<file path="config.mk">
export PLATFORM = sky130hd
export DESIGN_NAME = sparse_matrix_linked_pack
export DESIGN_NICKNAME = d
export VERILOG_FILES = /design/src/design/smlp_pkg.sv /design/src/design/smlp_lines.sv /design/src/design/smlp_core.sv /design/src/design/smlp_outq.sv /design/src/design/sparse_matrix_linked_pack.sv
export SDC_FILE = /design/constraint.sdc
export NUM_CORES = 2
export LEC_CHECK = 0
export BUFFER_PORTS_ARGS = -buffer_cell sky130_fd_sc_hd__buf_2
export CORE_MARGIN = 8
export CORE_UTILIZATION = 52
export CTS_CLUSTER_DIAMETER = 150
export DETAILED_ROUTE_END_ITERATION = 10
export PLACE_DENSITY_LB_ADDON = 0.3
export SLEW_MARGIN = 25
export SYNTH_ARGS = -nofsm -noshare
export SYNTH_HDL_FRONTEND = slang
export SYNTH_SLANG_ARGS = --single-unit
</file>
<file path="constraint.sdc">
create_clock -name i_clk -period 11.4 [get_ports i_clk]
set_input_delay 3.42 -clock i_clk [delete_from_list [all_inputs] [get_ports i_clk]]
set_output_delay 3.42 -clock i_clk [all_outputs]
set_load 0.005 [all_outputs]
</file>
<file path="src/design/smlp_pkg.sv">
// Shared types and constants for the cyclic-linked sparse matrix packer.
package smlp_pkg;

    localparam int MAX_ROWS    = 64;
    localparam int MAX_COLS    = 64;
    localparam int MAX_ENTRIES = 1024;

    // Row and column numbers share one width; the line tables are sized by it.
    localparam int LINE_W     = 6;
    localparam int LINE_DEPTH = 2 ** LINE_W;
    localparam int USED_W     = 7;
    localparam int IDX_W      = 10;
    localparam int CNT_W      = 11;
    localparam int VAL_W      = 32;

    // A normal element gives at most three results.
    localparam int NRES   = 3;
    localparam int RCNT_W = 2;

    localparam int CFG_IDX_W = 1;
    localparam logic [CFG_IDX_W-1:0] CFG_ROWS_USED = 1'b0;
    localparam logic [CFG_IDX_W-1:0] CFG_COLS_USED = 1'b1;

    localparam logic CMD_ELEMENT = 1'b0;
    localparam logic CMD_CLEAR   = 1'b1;

    typedef enum logic [2:0] {
        K_ENTRY     = 3'd0,
        K_ROW_PATCH = 3'd1,
        K_COL_PATCH = 3'd2,
        K_ROW_HEAD  = 3'd3,
        K_COL_HEAD  = 3'd4,
        K_RANGE_ERR = 3'd5,
        K_FULL      = 3'd6
    } t_kind;

    typedef struct packed {
        logic                    command;
        logic [LINE_W-1:0]       row;
        logic [LINE_W-1:0]       col;
        logic signed [VAL_W-1:0] value;
    } t_item;

    typedef struct packed {
        t_kind                   kind;
        logic [IDX_W-1:0]        index;
        logic signed [VAL_W-1:0] value;
        logic [IDX_W-1:0]        row_link;
        logic [IDX_W-1:0]        col_link;
        logic                    last;
    } t_res;

    // Table updates caused by one processed item.
    typedef struct packed {
        logic             clear;
        logic             wr_en;
        logic             row_new;
        logic             col_new;
        logic [IDX_W-1:0] idx;
    } t_upd;

endpackage

</file>
<file path="src/design/smlp_lines.sv">
// Per-line (row or column) started flags, head and tail entry tables.
module smlp_lines
    import smlp_pkg::*;
(
    input  logic              i_clk,
    input  logic              i_rst_n,
    input  logic              i_clear,
    input  logic              i_rd_en,
    input  logic [LINE_W-1:0] i_rd_addr,
    input  logic [LINE_W-1:0] i_lk_addr,
    input  logic              i_wr_en,
    input  logic              i_wr_head,
    input  logic [IDX_W-1:0]  i_wr_idx,
    output logic              o_started,
    output logic [IDX_W-1:0]  o_head,
    output logic [IDX_W-1:0]  o_tail
);

    logic [LINE_DEPTH-1:0] r_started;
    logic [IDX_W-1:0]      r_head_mem [LINE_DEPTH];
    logic [IDX_W-1:0]      r_tail_mem [LINE_DEPTH];
    logic [IDX_W-1:0]      r_head;
    logic [IDX_W-1:0]      r_tail;
    logic                  w_hit;

    assign o_started = r_started[i_lk_addr];
    assign o_head    = r_head;
    assign o_tail    = r_tail;

    // Write and read of the same line in the same cycle: forward the new index.
    assign w_hit = i_wr_en && (i_lk_addr == i_rd_addr);

    always_ff @(posedge i_clk) begin
        if (!i_rst_n) begin
            r_started <= '0;
        end else if (i_clear) begin
            r_started <= '0;
        end else if (i_wr_en && i_wr_head) begin
            r_started[i_lk_addr] <= 1'b1;
        end
    end

    always_ff @(posedge i_clk) begin
        if (i_wr_en) begin
            r_tail_mem[i_lk_addr] <= i_wr_idx;
            if (i_wr_head) begin
                r_head_mem[i_lk_addr] <= i_wr_idx;
            end
        end
    end

    always_ff @(posedge i_clk) begin
        if (i_rd_en) begin
            r_tail <= w_hit ? i_wr_idx : r_tail_mem[i_rd_addr];
            r_head <= (w_hit && i_wr_head) ? i_wr_idx : r_head_mem[i_rd_addr];
        end
    end

endmodule

</file>
<file path="src/design/smlp_core.sv">
// Element decode: checks, entry allocation and the three link results.
module smlp_core
    import smlp_pkg::*;
(
    input  logic                   i_clk,
    input  logic                   i_rst_n,
    input  logic                   i_fire,
    input  t_item                  i_item,
    input  logic [USED_W-1:0]      i_rows_used,
    input  logic [USED_W-1:0]      i_cols_used,
    input  logic                   i_row_started,
    input  logic [IDX_W-1:0]       i_row_head,
    input  logic [IDX_W-1:0]       i_row_tail,
    input  logic                   i_col_started,
    input  logic [IDX_W-1:0]       i_col_head,
    input  logic [IDX_W-1:0]       i_col_tail,
    output t_res [NRES-1:0]        o_res,
    output logic [RCNT_W-1:0]      o_res_cnt,
    output t_upd                   o_upd
);

    logic [CNT_W-1:0]  r_entry_cnt;
    logic [USED_W-1:0] w_row_x;
    logic [USED_W-1:0] w_col_x;
    logic              w_range_err;
    logic              w_zero;
    logic              w_full;
    logic              w_normal;
    logic [IDX_W-1:0]  w_idx;

    assign w_row_x = USED_W'(i_item.row);
    assign w_col_x = USED_W'(i_item.col);

    assign w_range_err = (w_row_x >= i_rows_used) || (w_row_x >= USED_W'(MAX_ROWS)) ||
                         (w_col_x >= i_cols_used) || (w_col_x >= USED_W'(MAX_COLS));
    assign w_zero   = (i_item.value == '0);
    assign w_full   = (r_entry_cnt >= CNT_W'(MAX_ENTRIES));
    assign w_idx    = r_entry_cnt[IDX_W-1:0];
    assign w_normal = (i_item.command == CMD_ELEMENT) && !w_range_err && !w_zero && !w_full;

    always_comb begin
        o_res     = '0;
        o_res_cnt = '0;
        priority if (i_item.command == CMD_CLEAR) begin
            o_res_cnt = '0;
        end else if (w_range_err) begin
            o_res[0].kind = K_RANGE_ERR;
            o_res[0].last = 1'b1;
            o_res_cnt     = RCNT_W'(1);
        end else if (w_zero) begin
            o_res_cnt = '0;
        end else if (w_full) begin
            o_res[0].kind = K_FULL;
            o_res[0].last = 1'b1;
            o_res_cnt     = RCNT_W'(1);
        end else begin
            // New entry closes its row and column cycles back to the heads.
            o_res[0].kind     = K_ENTRY;
            o_res[0].index    = w_idx;
            o_res[0].value    = i_item.value;
            o_res[0].row_link = i_row_started ? i_row_head : w_idx;
            o_res[0].col_link = i_col_started ? i_col_head : w_idx;

            o_res[1].kind     = i_row_started ? K_ROW_PATCH : K_ROW_HEAD;
            o_res[1].index    = i_row_started ? i_row_tail : IDX_W'(i_item.row);
            o_res[1].row_link = w_idx;

            o_res[2].kind     = i_col_started ? K_COL_PATCH : K_COL_HEAD;
            o_res[2].index    = i_col_started ? i_col_tail : IDX_W'(i_item.col);
            o_res[2].col_link = w_idx;
            o_res[2].last     = 1'b1;
            o_res_cnt         = RCNT_W'(NRES);
        end
    end

    assign o_upd.clear   = i_fire && (i_item.command == CMD_CLEAR);
    assign o_upd.wr_en   = i_fire && w_normal;
    assign o_upd.row_new = !i_row_started;
    assign o_upd.col_new = !i_col_started;
    assign o_upd.idx     = w_idx;

    always_ff @(posedge i_clk) begin
        if (!i_rst_n) begin
            r_entry_cnt <= '0;
        end else if (o_upd.clear) begin
            r_entry_cnt <= '0;
        end else if (o_upd.wr_en) begin
            r_entry_cnt <= r_entry_cnt + CNT_W'(1);
        end
    end

endmodule

</file>
<file path="src/design/smlp_outq.sv">
// Result queue: holds up to three results and presents one per cycle while not stalled.
module smlp_outq
    import smlp_pkg::*;
(
    input  logic               i_clk,
    input  logic               i_rst_n,
    input  logic               i_load,
    input  logic [RCNT_W-1:0]  i_load_cnt,
    input  t_res [NRES-1:0]    i_load_res,
    input  logic               i_stall,
    output logic               o_valid,
    output t_res               o_res,
    output logic               o_free
);

    t_res [NRES-1:0]    r_slot;
    logic [RCNT_W-1:0]  r_cnt;
    logic [RCNT_W-1:0]  n_cnt;
    logic               w_take;

    assign o_valid = (r_cnt != '0);
    assign o_res   = r_slot[0];
    assign w_take  = o_valid && !i_stall;
    // Free when empty, or once the last held result leaves this cycle.
    assign o_free  = (r_cnt == '0) || ((r_cnt == RCNT_W'(1)) && w_take);

    always_comb begin
        n_cnt = r_cnt;
        if (i_load) begin
            n_cnt = i_load_cnt;
        end else if (w_take) begin
            n_cnt = r_cnt - RCNT_W'(1);
        end
    end

    always_ff @(posedge i_clk) begin
        if (!i_rst_n) begin
            r_cnt <= '0;
        end else begin
            r_cnt <= n_cnt;
        end
    end

    always_ff @(posedge i_clk) begin
        if (i_load) begin
            r_slot <= i_load_res;
        end else if (w_take) begin
            // advance the queue by one slot
            for (int i = 0; i < NRES - 1; i++) begin
                r_slot[i] <= r_slot[i+1];
            end
        end
    end

    a_no_overrun: assert property (@(posedge i_clk) disable iff (!i_rst_n)
        i_load |-> ((r_cnt == '0) || ((r_cnt == RCNT_W'(1)) && !i_stall)))
        else $error("result queue loaded while results still pending");

    a_last_is_tail: assert property (@(posedge i_clk) disable iff (!i_rst_n)
        (o_valid && o_res.last) |-> (r_cnt == RCNT_W'(1)))
        else $error("final result shown with more results queued");

    a_entry_leads: assert property (@(posedge i_clk) disable iff (!i_rst_n)
        (o_valid && (o_res.kind == K_ENTRY)) |-> ((r_cnt == RCNT_W'(NRES)) && !o_res.last))
        else $error("new entry result not at the head of a full group");

    a_group_continues: assert property (@(posedge i_clk) disable iff (!i_rst_n)
        (w_take && (r_cnt > RCNT_W'(1)) && !i_load) |=> o_valid)
        else $error("result group broken off");

endmodule

</file>
<file path="src/design/sparse_matrix_linked_pack.sv">
// Top level of the cyclic-linked sparse matrix packer.
//
//  channel  | direction | handshake            | payload
//  ---------+-----------+----------------------+---------------------------------------
//  element  | in        | i_valid / o_stall    | i_command i_row i_col i_value
//  result   | out       | o_valid / i_stall    | o_kind o_index o_value_res o_row_link
//           |           |                      | o_col_link o_last
//  config   | in        | i_cfg_we             | i_cfg_index i_cfg_data
//
// A nonzero in-range element gives three results, one per cycle when not stalled;
// range errors and table-full give one result; clear commands and in-range zero values
// give no result and pass through the input register. The result port sets the rate.
// The line tables are read when an item is taken and written when it is processed.
// Synchronous reset clears started flags, entry count, queue and config (64 rows/cols).
// A stall on the result side holds the queue; o_stall rises once the input register waits.
module sparse_matrix_linked_pack
    import smlp_pkg::*;
(
    input  logic                    i_clk,
    input  logic                    i_rst_n,
    input  logic                    i_valid,
    output logic                    o_stall,
    input  logic                    i_command,
    input  logic [LINE_W-1:0]       i_row,
    input  logic [LINE_W-1:0]       i_col,
    input  logic signed [VAL_W-1:0] i_value,
    output logic                    o_valid,
    input  logic                    i_stall,
    output logic [2:0]              o_kind,
    output logic [IDX_W-1:0]        o_index,
    output logic signed [VAL_W-1:0] o_value_res,
    output logic [IDX_W-1:0]        o_row_link,
    output logic [IDX_W-1:0]        o_col_link,
    output logic                    o_last,
    input  logic                    i_cfg_we,
    input  logic [CFG_IDX_W-1:0]    i_cfg_index,
    input  logic [USED_W-1:0]       i_cfg_data
);

    logic [USED_W-1:0]  r_rows_used;
    logic [USED_W-1:0]  r_cols_used;
    t_item              r_item;
    logic               r_in_valid;
    logic               w_in_acc;
    logic               w_free;
    logic               w_fire;
    t_res [NRES-1:0]    w_res;
    logic [RCNT_W-1:0]  w_res_cnt;
    t_upd               w_upd;
    t_res               w_out;
    logic               w_row_started;
    logic [IDX_W-1:0]   w_row_head;
    logic [IDX_W-1:0]   w_row_tail;
    logic               w_col_started;
    logic [IDX_W-1:0]   w_col_head;
    logic [IDX_W-1:0]   w_col_tail;

    assign w_fire   = r_in_valid && w_free;
    assign o_stall  = r_in_valid && !w_free;
    assign w_in_acc = i_valid && !o_stall;

    always_ff @(posedge i_clk) begin
        if (!i_rst_n) begin
            r_rows_used <= USED_W'(MAX_ROWS);
            r_cols_used <= USED_W'(MAX_COLS);
        end else if (i_cfg_we) begin
            unique case (i_cfg_index)
                CFG_ROWS_USED: r_rows_used <= i_cfg_data;
                CFG_COLS_USED: r_cols_used <= i_cfg_data;
                default: ;
            endcase
        end
    end

    always_ff @(posedge i_clk) begin
        if (!i_rst_n) begin
            r_in_valid <= 1'b0;
        end else if (w_in_acc) begin
            r_in_valid <= 1'b1;
        end else if (w_fire) begin
            r_in_valid <= 1'b0;
        end
    end

    always_ff @(posedge i_clk) begin
        if (w_in_acc) begin
            r_item.command <= i_command;
            r_item.row     <= i_row;
            r_item.col     <= i_col;
            r_item.value   <= i_value;
        end
    end

    smlp_lines u_rows (
        .i_clk     (i_clk),
        .i_rst_n   (i_rst_n),
        .i_clear   (w_upd.clear),
        .i_rd_en   (w_in_acc),
        .i_rd_addr (i_row),
        .i_lk_addr (r_item.row),
        .i_wr_en   (w_upd.wr_en),
        .i_wr_head (w_upd.row_new),
        .i_wr_idx  (w_upd.idx),
        .o_started (w_row_started),
        .o_head    (w_row_head),
        .o_tail    (w_row_tail)
    );

    smlp_lines u_cols (
        .i_clk     (i_clk),
        .i_rst_n   (i_rst_n),
        .i_clear   (w_upd.clear),
        .i_rd_en   (w_in_acc),
        .i_rd_addr (i_col),
        .i_lk_addr (r_item.col),
        .i_wr_en   (w_upd.wr_en),
        .i_wr_head (w_upd.col_new),
        .i_wr_idx  (w_upd.idx),
        .o_started (w_col_started),
        .o_head    (w_col_head),
        .o_tail    (w_col_tail)
    );

    smlp_core u_core (
        .i_clk         (i_clk),
        .i_rst_n       (i_rst_n),
        .i_fire        (w_fire),
        .i_item        (r_item),
        .i_rows_used   (r_rows_used),
        .i_cols_used   (r_cols_used),
        .i_row_started (w_row_started),
        .i_row_head    (w_row_head),
        .i_row_tail    (w_row_tail),
        .i_col_started (w_col_started),
        .i_col_head    (w_col_head),
        .i_col_tail    (w_col_tail),
        .o_res         (w_res),
        .o_res_cnt     (w_res_cnt),
        .o_upd         (w_upd)
    );

    smlp_outq u_outq (
        .i_clk      (i_clk),
        .i_rst_n    (i_rst_n),
        .i_load     (w_fire),
        .i_load_cnt (w_res_cnt),
        .i_load_res (w_res),
        .i_stall    (i_stall),
        .o_valid    (o_valid),
        .o_res      (w_out),
        .o_free     (w_free)
    );

    assign o_kind      = w_out.kind;
    assign o_index     = w_out.index;
    assign o_value_res = w_out.value;
    assign o_row_link  = w_out.row_link;
    assign o_col_link  = w_out.col_link;
    assign o_last      = w_out.last;

endmodule

</file>
======== After elaboration in Yosys (flattened, before gate mapping) ========
Memory sizes are Yosys's and may differ from the RTL's. A register that Yosys moved wholly into a read port is not among the register bits.
Cells that the tools add are included.
word-level totals
  memories kept ........................... 4
  RAM bits ................................ 2,560
  input bits .............................. 58
  register bits after elaboration ......... 325
memory list
  name               depth  width  rd ports  clocked after Yosys merged registers in  wr ports  line              RTL
  u_cols.r_head_mem  64     10     1         1                                        1         smlp_lines.sv:20  logic [IDX_W-1:0] r_head_mem [LINE_DEPTH];
  u_cols.r_tail_mem  64     10     1         1                                        1         smlp_lines.sv:21  logic [IDX_W-1:0] r_tail_mem [LINE_DEPTH];
  u_rows.r_head_mem  64     10     1         1                                        1         smlp_lines.sv:20
  u_rows.r_tail_mem  64     10     1         1                                        1         smlp_lines.sv:21
cells by class
  equal/unequal tests ..................... 1
  $lt $le $gt $ge ......................... 9
  muxes and demuxes ....................... 48
  bitwise gates (word level) .............. 6
  reductions and logical operators ........ 37
  $add $sub $neg .......................... 2
operators by type and width
  cell                                                               count
  two-way mux 132 bit                                                2
  two-way mux 66 bit                                                 2
  bitwise OR 64 bit                                                  2
  two-way mux 62 bit                                                 2
  two-way mux 10 bit                                                 7
  two-way mux 13 bit                                                 3
  logical NOT 32 bit                                                 1
  two-way mux 1 bit                                                  16
  greater-or-equal comparator 6 x 7 -> 1 bit                         2
  greater-or-equal comparator 6 x 7 -> 1 bit, second input constant  2
  logical AND 1 bit                                                  14
  less-than comparator 6 x 7 -> 1 bit, second input constant         2
  two-way mux 14 bit                                                 1
  two-way mux 2 bit                                                  7
  binary-select mux 1 bit (select 6 bit)                             2
  demux 1 bit (select 6 bit)                                         2
  greater-or-equal comparator 6 x 1 -> 1 bit, second input constant  2
  adder 11 x 1 -> 11 bit, second input constant                      1
  greater-or-equal comparator 11 bit, second input constant          1
  two-way mux 3 bit                                                  3
  logical NOT 1 bit                                                  8
  two-way mux 6 bit                                                  1
  nonzero test 2 bit                                                 3
  OR reduction 5 bit                                                 1
  9 further kinds                                                    16

======== Depth between registers and ports, before layout ========
  depth in word-level cells ............... 11
  mapped depth ............................ 14
  depth with buffers taken out ............ 10

======== Hierarchy ========
From an unflattened synthesis, not the netlist that was laid out.
unflattened totals
  cells, all modules ...................... 6,171
  area, all modules ....................... 119,070.4 µm²
by module, submodules not included
  module                     seq. area each (µm²)  area an instance (µm²)  cells an instance  instances
  smlp_lines at u_rows       40,318.7              53,208.5                2,651              1
  smlp_lines at u_cols       40,318.7              52,895.7                2,586              1
  smlp_outq                  5,985.7               8,156.6                 430                1
  smlp_core                  220.2                 2,847.7                 397                1
  sparse_matrix_linked_pack  1,651.6               1,961.9                 107                1

======== Worst setup path after synthesis ========
No wires, ideal clock.
  path type ............................... input port to flip-flop
  start point ............................. input i_stall
  end point ............................... register r_item[0] in the netlist's numbering (enable)
  arrival time ............................ 7,586 ps
  path slack .............................. 3,275 ps
  library setup time ...................... 539 ps
  path buffers ............................ 0
  cell stages on the path ................. 4
  path through ............................ nor2b_1 nor2_1 and2_1 nor2b_1
between the ends
  word-level cells in the longest chain between the ends .. 8
RTL lines
  element             line                             RTL
  from (decl)         sparse_matrix_linked_pack.sv:28  input logic i_stall,
  logical NOT 1 bit   smlp_outq.sv:23                  assign w_take = o_valid && !i_stall;
  logical AND 1 bit   smlp_outq.sv:23
  logical AND 1 bit   smlp_outq.sv:25                  assign o_free = (r_cnt == '0) || ((r_cnt == RCNT_W'(1)) && w_take);
  logical OR 1 bit    smlp_outq.sv:25
  logical NOT 1 bit   sparse_matrix_linked_pack.sv:59  assign o_stall = r_in_valid && !w_free;
  logical AND 1 bit   sparse_matrix_linked_pack.sv:59
  via o_stall         sparse_matrix_linked_pack.sv:22  output logic o_stall,
  logical NOT 1 bit   sparse_matrix_linked_pack.sv:60  assign w_in_acc = i_valid && !o_stall;
  logical AND 1 bit   sparse_matrix_linked_pack.sv:60
  via u_cols.i_rd_en  smlp_lines.sv:8                  input logic i_rd_en,
  to (decl)           sparse_matrix_linked_pack.sv:42  t_item r_item;
The timed path passes the listed nets, and every way through them passes these cells.
A chain may end at the register's enable or synchronous reset.

======== Worst setup path after layout ========
  start point ............................. input i_stall
  end point ............................... output o_stall
between the ends
  word-level cells in the longest chain between the ends .. 6
RTL lines
  element            line
  logical NOT 1 bit  smlp_outq.sv:23
  logical AND 1 bit  smlp_outq.sv:23
  logical AND 1 bit  smlp_outq.sv:25
  logical OR 1 bit   smlp_outq.sv:25
  logical NOT 1 bit  sparse_matrix_linked_pack.sv:59
  logical AND 1 bit  sparse_matrix_linked_pack.sv:59
  to (decl)          sparse_matrix_linked_pack.sv:22
Every way passes these cells.

==> key figures <==
Timing
  – Final hold viol count: 0
  – Max-slew headroom: between 20% and 30%
  – Final WS setup: 3.76 ns
  – Least-Margin Pin Slew: 1.10 ns
  – Setup TNS: 0 ns
  – Unrepaired setup endpoints after global routing: false
  – Fmax: 131 MHz
  – Slew Limit Fails: 0
  – Final setup viols: 0
  – Final critical-path share of the clock period: approximately 67%
  – Skew final: between 0.04 and 0.05 ns
  – Worst hold slack: 0.455 ns
  – Period minus WS final: ~7.6 ns

Pwr
  – Switch share: a little over a fifth
  – Switching pwr: slightly below 5 mW
  – Register share of total power: 52.9%
  – Overall Power: between 20 and 25 mW
  – Pleak: approximately 37 nW
  – PD cells: approximately 180 nW/um^2
  – Int Pwr: between 15 and 20 mW
  – Clk pwr share: about two fifths
  – Combinational fraction of design power: 6.0%
  – Peak supply drop: 0.142 mV

Worst setup path
  – CP startpoint: i_stall
  – Startpoint Class: input pin
  – Crit path required time: about 8 ns
  – CP endpoint: o_stall
  – Critical path class: input pin to output pin
  – RR Startpoint: r_item[38]
  – Critical path arrival: between 4 and 5 ns
  – RR Endpoint: u_cols.r_head_mem[25][4]
  – Crit end category: output pin
  – Worst-path fanout max: 3
  – Worst Reg-to-Reg Cells: 10
  – R2r setup slk: between 5 and 6 ns

Clock network
  – CTS hold repair buffers: 0
  – TritonCTS Buffers: about 300
  – Setup bufs post-CTS: 0
  – Post-cts sizing count: 0
  – H-tree levels: 5
  – CTS root buf: clkbuf_16
  – Clk slew on worst S/H paths: approximately 0.06 ns
  – Clock Tree Buf Depth: 4
  – Clk_lat worst skew: between 0.9 and 1 ns
  – CTS tree: yes
  – CTS sink cnt: 2924

Floorplanning
  – Core area: 217000 um^2
  – Full die area: between 200000 and 250000 um^2
  – Row count: between 150 and 200
  – I/O pin total: between 100 and 150
  – Die width: 484 um
  – Starting Density: between 50% and 60%
  – Die Y: approximately 480 um

Global route
  – Global-route wire length before repair: 383 mm
  – Gr ovfl total: 0
  – Initial antenna violation count: 6
  – Largest net degree at the start of global routing: roughly 170
  – Vias in the first global route: 53.9k
  – Overall Global Routing Usage: 22.0%

Synth
  – Post-synth top area share: ~73%
  – Mux contribution to synthesized area: between 15 and 20%
  – Async SR Flop Fraction: 0%
  – Area contributors post-synth: edfxtp_1 73%, mux4_2 16%, dfxtp_1 2.9%
  – Main flop type after synthesis: edfxtp_1
  – Simple-gate share of the synthesized area: around 2.7%
  – Mapped Avg Cell Area: 21.9 um^2
  – Number of flops mapped to enable cells by yosys: about 2.8k
  – Syn nets: 5272
  – Commonest cells in the netlist: 2757 x edfxtp_1, 831 x mux4_2, 209 x nor2_1
  – Yosys top cell by area: edfxtp_1
  – Cells after Synth: just over 5k
  – Post-synthesis compound-gate area fraction: under 10%
  – Top-count cell post-synth: edfxtp_1
  – Xor/xnor share of the synthesized area: less than 1%
  – Post-Synth Adder-Cell Area: 0.176%
  – Register bit total from synthesis: just under 3k
  – Largest family of logic cells by synthesized area: multiplexers
  – Post-synthesis sequential area ratio: 75.7%
  – Synth cell types: 67
  – Netlist Area Pre-Place: 114000 um^2
  – Synth warn: 0

Drt
  – 1st-iter DRT viols: between 6k and 7k
  – Detail Route Antenna Nets: 0
  – DR DRC count: 0
  – Post-DR vias/cell: 6.38
  – Drt pass-1 iters: 6
  – Vias: 54.0k
  – Drt wl/cell: about 31 um
  – DRT Wirelength: between 200 and 300 mm

Worst hold path
  – Hold wc startpoint: u_outq.r_slot[141]
  – Hold WC Path Type: flop to flop

Placement
  – Post-placement worst setup slack: around 3.6 ns
  – Placed wire-length estimate: between 150 and 200 mm
  – PortBufs: roughly 130
  – Placed Instance Area: 117000 um^2
  – Placed cells: 7934
  – RePlAce Congestion: about 0.8

Cells and area
  – Finished Cell Area: approximately 130000 um^2
  – Layout Nets: roughly 5.5k
  – Post-route insts no fill: between 8k and 9k
  – Post-layout util: between 50 and 60%
  – Layout cell share with drive strength beyond 1: between 20% and 30%
  – Area Growth Syn to Fin: 11.5%

Job
  – Max_cap viols: 0

Status
  – Outcome: finished, final reports clean
==> flip-flops by register name, summed over array words and instances, names as in the netlist, 57 cells and up <==
name,cells
u_rows.r_head_mem,640
u_rows.r_tail_mem,640
u_cols.r_started,64
u_outq.r_slot,57
u_rows.r_started,64
u_outq.o_res,66
u_cols.r_tail_mem,640
u_cols.r_head_mem,640
==> layout make-up <==
cell class / instances / area (um^2)
antenna: 1 / 2.50
clock buffer: 382 / 8050
clock inverter: 137 / 1260
fill: 15200 / 90500
inverter: 32 / 123
multi-input combinational: 1860 / 25800
sequential: 2924 / 86200
tap: 2854 / 3570
timing repair buffer: 266 / 1860
==> metal layers <==
metal / track usage, % / part of all wire, %
met3: 4.17 / 8.6
met4: 6.74 / 3.1
met2: 34.3 / 48
met1: 32.1 / 41
met5: 0 / 0.0076
==> worst min-delay path by stage <==
| stage | to | cells after the start | slack [ns] |
|---|---|---|---|
| after floorplan | u_cols.r_started[63] | 1 | 0.43 |
| after global placement | u_outq.r_slot[66] | 1 | 0.44 |
| after detailed placement | u_outq.r_slot[76] | 1 | 0.44 |
| after CTS | u_outq.r_slot[76] | 1 | 0.46 |
| after global routing | u_outq.r_slot[76] | 1 | 0.47 |
| final | u_outq.r_slot[75] | 1 | 0.45 |
==> cell families (layout without fill, tap and decap cells) <==
family | after synthesis | after routing
flip-flops | 2924 | 2924
multiplexers | 914 | 914
AND/OR/NAND/NOR | 594 | 594
buffers and inverters | 414 | 817
AO/OA/AOI/OAI | 316 | 316
XOR/XNOR | 20 | 20
adder cells (fa/ha/maj) | 16 | 16
other | 0 | 1
==> critical path: stages <==
cell	delay, ns
buf_2	0.11
nor2b_1	0.24
nor2_1	0.08
and2_1	0.22
buf_2	0.15
==> layout by cell type, fill, tap and decap left out, drive strengths merged, types with 16 or more instances in the layout <==
cell / count
nor3: 95
o21a: 68
inv: 38
ha: 16
nor2: 210
clkbuf: 382
a21oi: 23
bufinv: 23
buf: 266
o21ai: 23
a22oi: 34
a221o: 16
nand3: 29
a22o: 88
clkinv: 104
nor2b: 31
nand2: 87
mux4: 831
dfxtp: 167
nor4: 25
edfxtp: 2757
mux2i: 35
mux2: 48
and2: 56
==> power groups by stage <==
stage	Combinational (mW)	Clock, mW	Sequential [mW]
final	1.37	9.39	12.1
after CTS	1.38	9.53	12.1
after global routing	1.46	9.93	12.1
after floorplan	0.935	0	12.3
after detailed placement	1.37	0	12.3
after global placement	1.36	0	12.3
Power figures use the tool's default switching activity.
